===== config.mk =====
export PLATFORM = sky130hd
export DESIGN_NAME = led_ring_clock_face_core
export DESIGN_NICKNAME = d
export VERILOG_FILES = /design/src/rtl/core/lrcf_pkg.sv /design/src/rtl/core/lrcf_regs.sv /design/src/rtl/core/lrcf_time.sv /design/src/rtl/core/lrcf_pixel.sv /design/src/rtl/core/led_ring_clock_face_core.sv
export SDC_FILE = /design/constraint.sdc
export NUM_CORES = 1
export LEC_CHECK = 0
export ABC_CLOCK_PERIOD_IN_PS = 10900
export BUFFER_PORTS_ARGS = -buffer_cell sky130_fd_sc_hd__buf_2
export CAP_MARGIN = 15
export CORE_UTILIZATION = 28
export CTS_CLUSTER_SIZE = 28
export DETAILED_ROUTE_END_ITERATION = 10
export GPL_ROUTABILITY_DRIVEN = 1
export PLACE_DENSITY_LB_ADDON = 0.08
export RECOVER_POWER = 100
export SKIP_LAST_GASP = 1
export SLEW_MARGIN = 40
export SYNTH_ARGS = -nofsm -noshare
export SYNTH_HDL_FRONTEND = slang
export SYNTH_SLANG_ARGS = --single-unit

===== constraint.sdc =====
create_clock -name clk -period 10.9 [get_ports clk]
set_input_delay 1.09 -clock clk [delete_from_list [all_inputs] [get_ports clk]]
set_output_delay 1.09 -clock clk [all_outputs]
set_load 0.02 [all_outputs]

===== src/rtl/core/lrcf_pkg.sv =====
// lrcf_pkg: shared types, constants and helpers for the led ring clock face core
// no dependencies; imported by every module under rtl/core

package lrcf_pkg;

  // ring geometry
  localparam int unsigned RingSize  = 60;
  localparam logic [5:0]  LastPixel = 6'd59;

  // colour register reset values
  localparam logic [23:0] HourHandReset   = 24'hF000F0;
  localparam logic [23:0] HourSideReset   = 24'h200020;
  localparam logic [23:0] HourMarkReset   = 24'h202020;
  localparam logic [23:0] MinuteHandReset = 24'h00FF00;
  localparam logic [23:0] SecondHandReset = 24'hFF0000;

  // input op codes
  localparam logic OP_LOAD    = 1'b0;
  localparam logic OP_ADVANCE = 1'b1;

  // configuration register indexes
  typedef enum logic [2:0] {
    REG_HOUR_HAND   = 3'd0,
    REG_HOUR_SIDE   = 3'd1,
    REG_HOUR_MARK   = 3'd2,
    REG_MINUTE_HAND = 3'd3,
    REG_SECOND_HAND = 3'd4
  } reg_idx_t;

  // colour set handed from the register file to the pixel stage
  typedef struct packed {
    logic [23:0] hour_hand;
    logic [23:0] hour_side;
    logic [23:0] hour_mark;
    logic [23:0] minute_hand;
    logic [23:0] second_hand;
  } colors_t;

  // pixel positions of one frame, all already mirrored onto the ring
  typedef struct packed {
    logic [5:0] centre;
    logic [5:0] left;
    logic [5:0] right;
    logic [5:0] minute_px;
    logic [5:0] second_px;
  } frame_t;

  // hour marks sit at time positions 0, 5, ..., 55, so at pixels 4, 9, ..., 59
  function automatic logic is_mark(input logic [5:0] k);
    logic hit;
    case (k) inside
      6'd4, 6'd9, 6'd14, 6'd19, 6'd24, 6'd29,
      6'd34, 6'd39, 6'd44, 6'd49, 6'd54, 6'd59: hit = 1'b1;
      default: hit = 1'b0;
    endcase
    return hit;
  endfunction

  // minute or second value folded onto the ring (60..63 drawn as 0..3)
  function automatic logic [5:0] draw_value(input logic [5:0] v);
    return (v >= 6'd60) ? (v - 6'd60) : v;
  endfunction

endpackage


===== src/rtl/core/lrcf_regs.sv =====
// lrcf_regs: apb-style colour register file
// depends on lrcf_pkg for register indexes, reset colours and colors_t

module lrcf_regs (
  input  logic              clk,
  input  logic              rst,
  input  logic              psel,
  input  logic              penable,
  input  logic              pwrite,
  input  logic [4:0]        paddr,
  input  logic [31:0]       pwdata,
  output logic [31:0]       prdata,
  output logic              pready,
  output lrcf_pkg::colors_t colors
);
  import lrcf_pkg::*;

  logic     wr_en;
  reg_idx_t idx;

  assign pready = 1'b1;
  assign wr_en  = psel && penable && pwrite;
  assign idx    = reg_idx_t'(paddr[4:2]);

  // register writes
  always_ff @(posedge clk) begin
    if (rst) begin
      colors.hour_hand   <= HourHandReset;
      colors.hour_side   <= HourSideReset;
      colors.hour_mark   <= HourMarkReset;
      colors.minute_hand <= MinuteHandReset;
      colors.second_hand <= SecondHandReset;
    end else if (wr_en) begin
      case (idx)
        REG_HOUR_HAND:   colors.hour_hand   <= pwdata[23:0];
        REG_HOUR_SIDE:   colors.hour_side   <= pwdata[23:0];
        REG_HOUR_MARK:   colors.hour_mark   <= pwdata[23:0];
        REG_MINUTE_HAND: colors.minute_hand <= pwdata[23:0];
        REG_SECOND_HAND: colors.second_hand <= pwdata[23:0];
        default: ;
      endcase
    end
  end

  // read mux
  always_comb begin
    case (idx)
      REG_HOUR_HAND:   prdata = {8'd0, colors.hour_hand};
      REG_HOUR_SIDE:   prdata = {8'd0, colors.hour_side};
      REG_HOUR_MARK:   prdata = {8'd0, colors.hour_mark};
      REG_MINUTE_HAND: prdata = {8'd0, colors.minute_hand};
      REG_SECOND_HAND: prdata = {8'd0, colors.second_hand};
      default:         prdata = 32'd0;
    endcase
  end

endmodule


===== src/rtl/core/lrcf_time.sv =====
// lrcf_time: time-of-day registers and per-frame hand positions
// depends on lrcf_pkg for frame_t, op codes and draw helpers

module lrcf_time (
  input  logic             clk,
  input  logic             rst,
  input  logic             accept,
  input  logic             op,
  input  logic [4:0]       load_hour,
  input  logic [5:0]       load_minute,
  input  logic [5:0]       load_second,
  output lrcf_pkg::frame_t frame
);
  import lrcf_pkg::*;

  logic [3:0]  hours_now, hours_next;
  logic [5:0]  minutes_now, minutes_next;
  logic [5:0]  seconds_now, seconds_next;
  logic [3:0]  load_h12;
  logic [3:0]  h12;
  logic [5:0]  m_draw, s_draw;
  logic [11:0] m_prod;
  logic [2:0]  m_div12;
  logic [5:0]  hour_pos;
  logic [5:0]  centre;
  frame_t      frame_next;

  // load hour modulo 12 by two compare-subtracts
  always_comb begin
    if (load_hour >= 5'd24)      load_h12 = 4'(load_hour - 5'd24);
    else if (load_hour >= 5'd12) load_h12 = 4'(load_hour - 5'd12);
    else                         load_h12 = load_hour[3:0];
  end

  // load or advance one second with carries
  always_comb begin
    hours_next   = hours_now;
    minutes_next = minutes_now;
    seconds_next = seconds_now;
    if (op == OP_LOAD) begin
      hours_next   = load_h12;
      minutes_next = load_minute;
      seconds_next = load_second;
    end else if (seconds_now >= 6'd59) begin
      seconds_next = 6'd0;
      if (minutes_now >= 6'd59) begin
        minutes_next = 6'd0;
        hours_next   = (hours_now >= 4'd11) ? 4'd0 : hours_now + 4'd1;
      end else begin
        minutes_next = minutes_now + 6'd1;
      end
    end else begin
      seconds_next = seconds_now + 6'd1;
    end
  end

  // hand positions of the updated time, mirrored onto the reversed ring
  always_comb begin
    m_draw   = draw_value(minutes_next);
    s_draw   = draw_value(seconds_next);
    h12      = (hours_next >= 4'd12) ? hours_next - 4'd12 : hours_next;
    // minute / 12 for 0..59 as (m * 43) >> 9
    m_prod   = {6'd0, m_draw} * 12'd43;
    m_div12  = m_prod[11:9];
    hour_pos = {h12, 2'b00} + {2'b00, h12} + {3'd0, m_div12};
    centre   = LastPixel - hour_pos;
    frame_next.centre    = centre;
    frame_next.left      = (centre == 6'd0) ? LastPixel : centre - 6'd1;
    frame_next.right     = (centre == LastPixel) ? 6'd0 : centre + 6'd1;
    frame_next.minute_px = LastPixel - m_draw;
    frame_next.second_px = LastPixel - s_draw;
  end

  // time state
  always_ff @(posedge clk) begin
    if (rst) begin
      hours_now   <= 4'd0;
      minutes_now <= 6'd0;
      seconds_now <= 6'd0;
    end else if (accept) begin
      hours_now   <= hours_next;
      minutes_now <= minutes_next;
      seconds_now <= seconds_next;
    end
  end

  // frame descriptor, held for the whole frame
  always_ff @(posedge clk) begin
    if (accept) begin
      frame <= frame_next;
    end
  end

  a_hours_range: assert property (@(posedge clk) disable iff (rst)
    hours_now < 4'd12)
    else $error("hour state left 0..11");

endmodule


===== src/rtl/core/lrcf_pixel.sv =====
// lrcf_pixel: frame sequencer, per-pixel colour select and output register
// depends on lrcf_pkg for frame_t, colors_t and is_mark

module lrcf_pixel (
  input  logic              clk,
  input  logic              rst,
  input  logic              in_valid,
  output logic              in_stall,
  output logic              accept,
  input  lrcf_pkg::frame_t  frame,
  input  lrcf_pkg::colors_t colors,
  output logic              out_valid,
  input  logic              out_stall,
  output logic [5:0]        pixel_index,
  output logic [23:0]       pixel_color,
  output logic              frame_last
);
  import lrcf_pkg::*;

  logic        busy;
  logic [5:0]  count;
  logic        advance;
  logic        last_px;
  logic [23:0] color_next;

  // handshake: a new item enters as the last pixel moves to the output
  assign advance  = busy && (!out_valid || !out_stall);
  assign last_px  = (count == LastPixel);
  assign in_stall = busy && !(advance && last_px);
  assign accept   = in_valid && !in_stall;

  // layered colour for the current pixel, top layer first
  always_comb begin
    if (count == frame.second_px)                        color_next = colors.second_hand;
    else if (count == frame.minute_px)                   color_next = colors.minute_hand;
    else if (is_mark(count))                             color_next = colors.hour_mark;
    else if (count == frame.left || count == frame.right) color_next = colors.hour_side;
    else if (count == frame.centre)                      color_next = colors.hour_hand;
    else                                                 color_next = 24'd0;
  end

  // frame sequencer
  always_ff @(posedge clk) begin
    if (rst) begin
      busy  <= 1'b0;
      count <= 6'd0;
    end else if (accept) begin
      busy  <= 1'b1;
      count <= 6'd0;
    end else if (advance) begin
      if (last_px) begin
        busy <= 1'b0;
      end else begin
        count <= count + 6'd1;
      end
    end
  end

  // output register valid
  always_ff @(posedge clk) begin
    if (rst) begin
      out_valid <= 1'b0;
    end else if (advance) begin
      out_valid <= 1'b1;
    end else if (!out_stall) begin
      out_valid <= 1'b0;
    end
  end

  // output register payload
  always_ff @(posedge clk) begin
    if (advance) begin
      pixel_index <= count;
      pixel_color <= color_next;
      frame_last  <= last_px;
    end
  end

  a_last_on_59: assert property (@(posedge clk) disable iff (rst)
    out_valid && frame_last |-> pixel_index == LastPixel)
    else $error("frame end flagged off the last pixel");

  a_accept_starts: assert property (@(posedge clk) disable iff (rst)
    accept |=> busy && count == 6'd0)
    else $error("accepted item did not start a frame");

  a_idle_open: assert property (@(posedge clk) disable iff (rst)
    !busy |-> !in_stall)
    else $error("input stalled while no frame is in progress");

  a_count_range: assert property (@(posedge clk) disable iff (rst)
    busy |-> count <= LastPixel)
    else $error("pixel counter beyond the ring");

endmodule


===== src/rtl/core/led_ring_clock_face_core.sv =====
// led_ring_clock_face_core: top level of the led ring clock face
// depends on lrcf_pkg, lrcf_regs, lrcf_time and lrcf_pixel

// Each input transfer loads the time (op 0) or advances it one second (op 1)
// and then yields one 60-pixel frame, pixels 0 to 59 in order, one pixel
// transfer per cycle while the output does not stall. The next input
// transfer is taken in the same cycle the last pixel of the current frame
// enters the output register, so with no stall on the output, frames
// stream back to back. A stall on the output holds the current pixel in the
// output register and, while the last pixel of a frame is waiting, stalls
// the input in the same cycle. Colour registers sit at byte addresses 0, 4,
// 8, 12 and 16 and should be written only while idle.

module led_ring_clock_face_core (
  input  logic        clk,
  input  logic        rst,
  // configuration port
  input  logic        psel,
  input  logic        penable,
  input  logic        pwrite,
  input  logic [4:0]  paddr,
  input  logic [31:0] pwdata,
  output logic [31:0] prdata,
  output logic        pready,
  // input channel
  input  logic        in_valid,
  output logic        in_stall,
  input  logic        op,
  input  logic [4:0]  load_hour,
  input  logic [5:0]  load_minute,
  input  logic [5:0]  load_second,
  // output channel
  output logic        out_valid,
  input  logic        out_stall,
  output logic [5:0]  pixel_index,
  output logic [23:0] pixel_color,
  output logic        frame_last
);
  import lrcf_pkg::*;

  colors_t colors;
  frame_t  frame;
  logic    accept;

  lrcf_regs u_regs (
    .clk     (clk),
    .rst     (rst),
    .psel    (psel),
    .penable (penable),
    .pwrite  (pwrite),
    .paddr   (paddr),
    .pwdata  (pwdata),
    .prdata  (prdata),
    .pready  (pready),
    .colors  (colors)
  );

  lrcf_time u_time (
    .clk         (clk),
    .rst         (rst),
    .accept      (accept),
    .op          (op),
    .load_hour   (load_hour),
    .load_minute (load_minute),
    .load_second (load_second),
    .frame       (frame)
  );

  lrcf_pixel u_pixel (
    .clk         (clk),
    .rst         (rst),
    .in_valid    (in_valid),
    .in_stall    (in_stall),
    .accept      (accept),
    .frame       (frame),
    .colors      (colors),
    .out_valid   (out_valid),
    .out_stall   (out_stall),
    .pixel_index (pixel_index),
    .pixel_color (pixel_color),
    .frame_last  (frame_last)
  );

endmodule


; Word level (Yosys, flattened, before mapping)
; Index checks and enable logic that the tools add are counted.
[word_totals]
in_bits = 62
output_inout_bits = 66
elab_cells = 121
ff_bits = 205
[classes]
mul = 1
n_bitwise = 1
muxes = 28
eq_ne = 23
magnitude_cmp = 8
n_addsub = 16
n_reduce_logical = 25
[ops]
columns = op, count
row1 = 24-bit 2-to-1 mux, 5
row2 = 24-bit case mux with 5 select lines, 1
row3 = "6-bit == test, second input constant", 7
row4 = 6-bit 2-to-1 mux, 7
row5 = 6-bit == test, 5
row6 = 4-bit 2-to-1 mux, 7
row7 = "6-bit by 1-bit adder with 6-bit output, second input constant", 4
row8 = "6-bit >= comparator, second input constant", 4
row9 = "6-bit by 5-bit == test with 1-bit output, second input constant", 3
row10 = "6-bit subtractor, first input constant", 3
row11 = 2-bit AND reduction, 7
row12 = "6-bit by 4-bit == test with 1-bit output, second input constant", 2
row13 = "6-bit by 6-bit multiplier with 12-bit output, second input constant", 1
row14 = 12-bit OR reduction, 1
row15 = "4-bit subtractor, second input constant", 3
row16 = "6-bit subtractor, second input constant", 2
row17 = "4-bit >= comparator, second input constant", 2
row18 = 1-bit 2-to-1 mux, 8
row19 = 6-bit by 3-bit adder with 6-bit output, 1
row20 = 6-bit by 4-bit adder with 6-bit output, 1
row21 = "3-bit by 2-bit == test with 1-bit output, second input constant", 2
row22 = "6-bit by 3-bit == test with 1-bit output, second input constant", 1
row23 = 1-bit logical AND, 6
row24 = 6-bit zero test, 1
row25 = 13 further kinds, 18

; Logic depth before layout (Yosys ltp)
[depth]
ltp_word = 11
depth_mapped = 34
depth_no_buf = 31

; Modules after synthesis
; A second synthesis with hierarchy kept.
[unflattened]
hier_cells = 1211
area_unflattened_um2 = 12079.1
[modules_own_cells]
columns = module, seq_area_each_um2, area_each_um2, cells_each, n_inst
row1 = lrcf_regs, 2402.3, 5726.7, 578, 1
row2 = lrcf_time, 1221.2, 3395.8, 354, 1
row3 = lrcf_pixel, 1091.0, 2956.6, 279, 1

; Least setup slack after synthesis
; Ideal clock, no wire load.
[synth_timing]
path_kind = input-to-reg
start = input op
end = register, netlist name u_time.frame[12]
setup_ns = 0.267
cell_stages = 30
n_path_buf = 1
path_slack_ns = 2.780
t_arrival_ns = 7.852
required_ns = 10.633
path_cell_list = inv_1 clkbuf_1 a221oi_1 nor2_1 ha_1 o21ai_1 nor2_2 mux2_2 ha_1 inv_1 fa_1 fa_1 inv_1 ha_1 a21oi_1 nand2_1 a21o_1 a221o_1 a21oi_1 o21bai_1 xnor2_1 ha_1 fa_1 inv_1 ha_1 fa_1 xor2_1 nand2_1 nor2_1 a21oi_1
[synth_via]
elab_chain_len = 7
elab_cells_between_ends = 14
classes_between = 6 x add/sub / 1 x mul / 2 x order compare / 1 x eq/ne / 4 x mux
[synth_rtl]
columns = element, line_no
row1 = from (decl), led_ring_clock_face_core.sv:28  ; input logic op,
row2 = 6-bit 2-to-1 mux *, lrcf_time.sv:40  ; if (op == OP_LOAD) begin
row3 = net u_time.minutes_next[2], lrcf_time.sv:17  ; logic [5:0] minutes_now, minutes_next;
row4 = 6-bit subtractor / 6-bit >= comparator (equally long branches), lrcf_pkg.sv:61  ; return (v >= 6'd60) ? (v - 6'd60) : v;
row5 = 6-bit 2-to-1 mux *, lrcf_pkg.sv:61
row6 = 6-bit by 6-bit multiplier with 12-bit output *, lrcf_time.sv:63  ; m_prod = {6'd0, m_draw} * 12'd43;
row7 = 6-bit by 3-bit adder with 6-bit output *, lrcf_time.sv:65  ; hour_pos = {h12, 2'b00} + {2'b00, h12} + {3'd0, m_div12};
row8 = 6-bit subtractor *, lrcf_time.sv:66  ; centre = LastPixel - hour_pos;
row9 = net u_time.centre[4], lrcf_time.sv:25  ; logic [5:0] centre;
row10 = 6-bit == test *, lrcf_time.sv:69  ; frame_next.right = (centre == LastPixel) ? 6'd0 : centre + 6'd1;
; Mark *: on every way through the listed nets, which the timed path passes. The rest lies on a longest branch.
; A chain may end at the register's enable or synchronous reset.

; Worst setup path in the final report
[layout_timing]
start = register u_time.seconds_now[0]
end = register, netlist name u_time.frame[20]
[layout_via]
elab_chain_len = 9
elab_cells_between_ends = 17
classes_between = 6 x add/sub / 1 x mul / 3 x order compare / 6 x mux / 1 x reduce/logical
[layout_rtl]
columns = element, line_no
row1 = from (decl), lrcf_time.sv:18  ; logic [5:0] seconds_now, seconds_next;
row2 = from (signal assigned), lrcf_time.sv:83  ; seconds_now <= seconds_next;
row3 = 6-bit >= comparator *, lrcf_time.sv:44  ; end else if (seconds_now >= 6'd59) begin
row4 = 6-bit 2-to-1 mux *, lrcf_time.sv:44
row5 = 6-bit 2-to-1 mux *, lrcf_time.sv:40
row6 = net u_time.minutes_next[2], lrcf_time.sv:17
row7 = 6-bit subtractor / 6-bit >= comparator (equally long branches), lrcf_pkg.sv:61
row8 = 6-bit 2-to-1 mux *, lrcf_pkg.sv:61
row9 = 6-bit by 6-bit multiplier with 12-bit output *, lrcf_time.sv:63
row10 = 6-bit by 3-bit adder with 6-bit output *, lrcf_time.sv:65
row11 = 6-bit subtractor *, lrcf_time.sv:66
row12 = 6-bit by 1-bit subtractor with 6-bit output / 6-bit zero test (equally long branches), lrcf_time.sv:68  ; frame_next.left = (centre == 6'd0) ? LastPixel : centre - 6'd1;
; Marks and branches as above.

==> key figures <==
Outcome
  • Status: finished with violations
  • Failing checks: max-capacitance violations, max-slew violations

Yosys
  • Number of library cell types mapped by synthesis: 80
  • Top post-synthesis cells by area: dfxtp_1 25%, edfxtp_1 16%, nand2_1 9.9%, a21oi_1 5.2%, ha_1 4.9%
  • Post-synth top area cell: dfxtp_1
  • Post-synth EDFFs: 61
  • FF+latch count, synth: 205
  • Synth async-reset ratio: 0%
  • Syn Area/Cell: 8.69 um^2
  • Sequential cell area fraction in the yosys report: 40.6%
  • Top FF cell, synth: dfxtp_1
  • Netlist Area Pre-Place: 11600 um^2
  • Synth top area share: 24.9%
  • Mapped Cells: 1334
  • Number of synthesis warnings: 0

CTS
  • Num Clock Sinks: 205
  • CTS tree: done
  • Post-CTS Setup Bufs: 0
  • Clk_lat worst skew: 0.55 ns
  • Hold-fix buffers, CTS: 0
  • Post_cts resized: 0
  • Root buffer cell: clkbuf_16
  • H-tree levels: 1
  • Clock buffer depth: 3
  • Clock transition at path regs: 0.06 ns
  • CTS Buf Count: 27

Layout
  • Layout area overhead: 13.5%
  • Share of cells above drive strength 1: 12.7%
  • Commonest non-fill, non-tap cell in the layout: nand2_1
  • ANT cells: 0
  • Multi-input gate area: 6110 um^2
  • Net count, final: 1508
  • Most frequent cells in the layout: 307 x nand2_1, 144 x dfxtp_1, 121 x a21oi_1
  • Filler Cells Inserted: 4350
  • Finished Cell Area: 13200 um^2
  • Register area: 4710 um^2

STA
  • Fmax: 107 MHz
  • Worst Skew: 0.0140 ns
  • Fin Setup TNS: 0 ns
  • Final Critical Period: 9.36 ns
  • Max-slew violation count: 323
  • Worst hold margin: 0.472 ns
  • Slew of the pin with the lowest slew margin: 3.82 ns
  • # setup viols final: 0
  • Worst slew margin: -155%
  • Final Hold Vio Count: 0
  • RSZ-0062 raised after global routing: no
  • Fin crit share: 85.8%

Detailed routing
  • Final ANT Viol Nets: 0
  • Met3 Routed Length: 1910 um
  • Vias: 9676
  • Post-Route M1 WL: 17900 um
  • Vias per cell: 4.97
  • Residual DRC: 0
  • Final wirelength: 38400 um
  • Iteration count of the initial detailed-routing pass: 5
  • Highest metal layer with signal wires: met5
  • Wire per inst: 19.7 um
  • Met2 WL: 18000 um
  • Iter 0 DRT Violations: 508

Global routing
  • Vias in the first global route: 9561
  • Pin count of the biggest net entering global routing: 80
  • Initial antenna violation count: 1
  • Grt total ovfl: 0
  • First-pass GRT wire length: 58400 um
  • Total GRT Usage: 18.2%

Pwr
  • Internal: 1.52 mW
  • Net Sw Power: 0.627 mW
  • Clk pwr share: 40.9%
  • Sequential power share: 40.6%
  • Pwr Density: 163 nW/um^2
  • Sw Ratio: 29.2%
  • Comb power frac: 18.5%
  • Leakage power: 4.96 nW
  • Worst IR drop on VDD: 0.132 mV

Floorplanning
  • Ports: 128
  • CORE AREA: 40800 um^2
  • FP Rows: 74
  • Die Y: 206 um
  • Initial core utilization: 28.4%
  • Die width: 206 um
  • Die area: 42200 um^2

Flow run
  • Max-cap viol count: 7

Critical path
  • CP endpoint kind: flop
  • Setup CP Type: flop to flop
  • Worst EP arrival: 9.66 ns
  • CP required: 11.20 ns
  • Max stage delay on crit path: 0.78 ns
  • Slowest CP cell: o2111ai_1
  • CP dominant cell by count: ha_1
  • Crit start category: flop
  • Crit-path max FO: 12

Place
  • Hpwl dp: 23000 um
  • IO Port Bufs: 108
  • Routability Congestion: 0.743
  • Post-DP Area: 12500 um^2

Min path
  • Hold Crit Class: flop to flop
## per-stage QoR
step / std cells / setup WS [ns] / utilization [%] / total power, mW
final: 1946 / 1.54 / 32.2 / 2.15
after global routing: 1946 / 0.928 / 32.2 / 2.27
after detailed placement: 1897 / 1.28 / 30.7 / 1.30
after floorplan: 1341 / 2.78 / - / 1.18
after global placement: 1892 / 1.40 / 30.3 / 1.30
after CTS: 1946 / 1.85 / 32.8 / 2.20
## area by class of cell
class                           count  area share [%]
Clock inverter                      5           0.418
Timing Repair Buffer              127            4.85
Clock buffer                       44            6.23
Multi-Input combinational cell    991            46.4
Inverter                           42            1.20
Sequential cell                   205            35.8
Tap cell                          532            5.06
## state kept, by name (all words and copies together), names as in the netlist
| name | flops |
|---|---|
| u_pixel.pixel_color | 24 |
| u_time.seconds_now | 6 |
| u_pixel.busy | 1 |
| u_pixel.count | 6 |
| u_time.frame | 30 |
| u_pixel.frame_last | 1 |
| u_time.hours_now | 4 |
| u_regs.colors | 120 |
| u_pixel.out_valid | 1 |
| u_time.minutes_now | 6 |
| u_pixel.pixel_index | 6 |
## power by group through the flow
| stage | Clock [mW] | Combinational [mW] | Sequential (mW) |
|---|---|---|---|
| 5_1_grt | 0.940 | 0.451 | 0.878 |
| 4_1_cts | 0.908 | 0.416 | 0.873 |
| 3_5_place_dp | 0 | 0.414 | 0.889 |
| 2_1_floorplan | 0 | 0.289 | 0.889 |
| 6_report | 0.880 | 0.398 | 0.873 |
| 3_3_place_gp | 0 | 0.408 | 0.889 |
## per-layer routing
layer  GRT usage (%)  vias to the layer above
met5               0                        -
met4            3.94                        2
met3            2.68                       45
met2            30.4                      196
met1            24.6                     4657
li1                -                     4776
## critical path: cells and delay by family (launching register included)
| family | cells | cell delay, ns |
|---|---|---|
| xor+xnor | 2 | 0.82 |
| flops | 1 | 0.34 |
| mux | 1 | 0.45 |
| buf+inv | 3 | 0.13 |
| fa+ha+maj | 9 | 3.26 |
| simple gates | 5 | 0.97 |
| compound gates | 11 | 3.13 |
## synth_stat cells, types with 3 or more instances
cell	count
xor2_1	26
clkbuf_8	11
nor2_1	93
buf_2	7
a21oi_1	121
edfxtp_1	61
and2_1	3
a211oi_1	12
buf_4	12
a211oi_2	20
mux2i_1	6
buf_1	4
nand4b_1	4
a31oi_1	3
nor3_2	21
fa_1	7
dfxtp_1	144
o21ai_1	6
mux2_2	24
clkbuf_1	59
o21a_1	3
a22oi_1	46
nand4_1	7
nor3_1	21
nor2b_1	8
inv_1	41
nor4_1	4
nand3b_1	29
ha_1	45
and3_1	5
nand2_1	306
buf_6	4
a21o_1	4
nand2b_1	6
o22ai_1	49
o21ai_0	10
xnor2_1	22
nand3_1	22
## worst paths after layout
| path | start | endpoint | slack [ns] | depth (start not counted) |
|---|---|---|---|---|
| setup / recovery | u_time.seconds_now[0] | u_time.frame[20] | 1.54 | 31 |
| hold / removal | u_regs.colors[55] | u_regs.colors[55] | 0.47 | 2 |
| setup reg to reg | u_time.seconds_now[0] | u_time.frame[20] | 1.54 | 31 |
| hold reg to reg | u_regs.colors[55] | u_regs.colors[55] | 0.47 | 2 |
## cells by family (layout without fill, tap and decap cells)
group           after synthesis  after routing  synth area share [%]
other cells                   2              9                0.0647
flops                       205            205                  40.6
simple gates                546            546                  21.8
compound gates              302            302                  17.5
fa+ha+maj                    52             52                  6.06
xor+xnor                     49             49                  3.86
mux                          33             33                  3.37
buf+inv                     145            218                  6.76
Power figures use the tool's default switching activity.
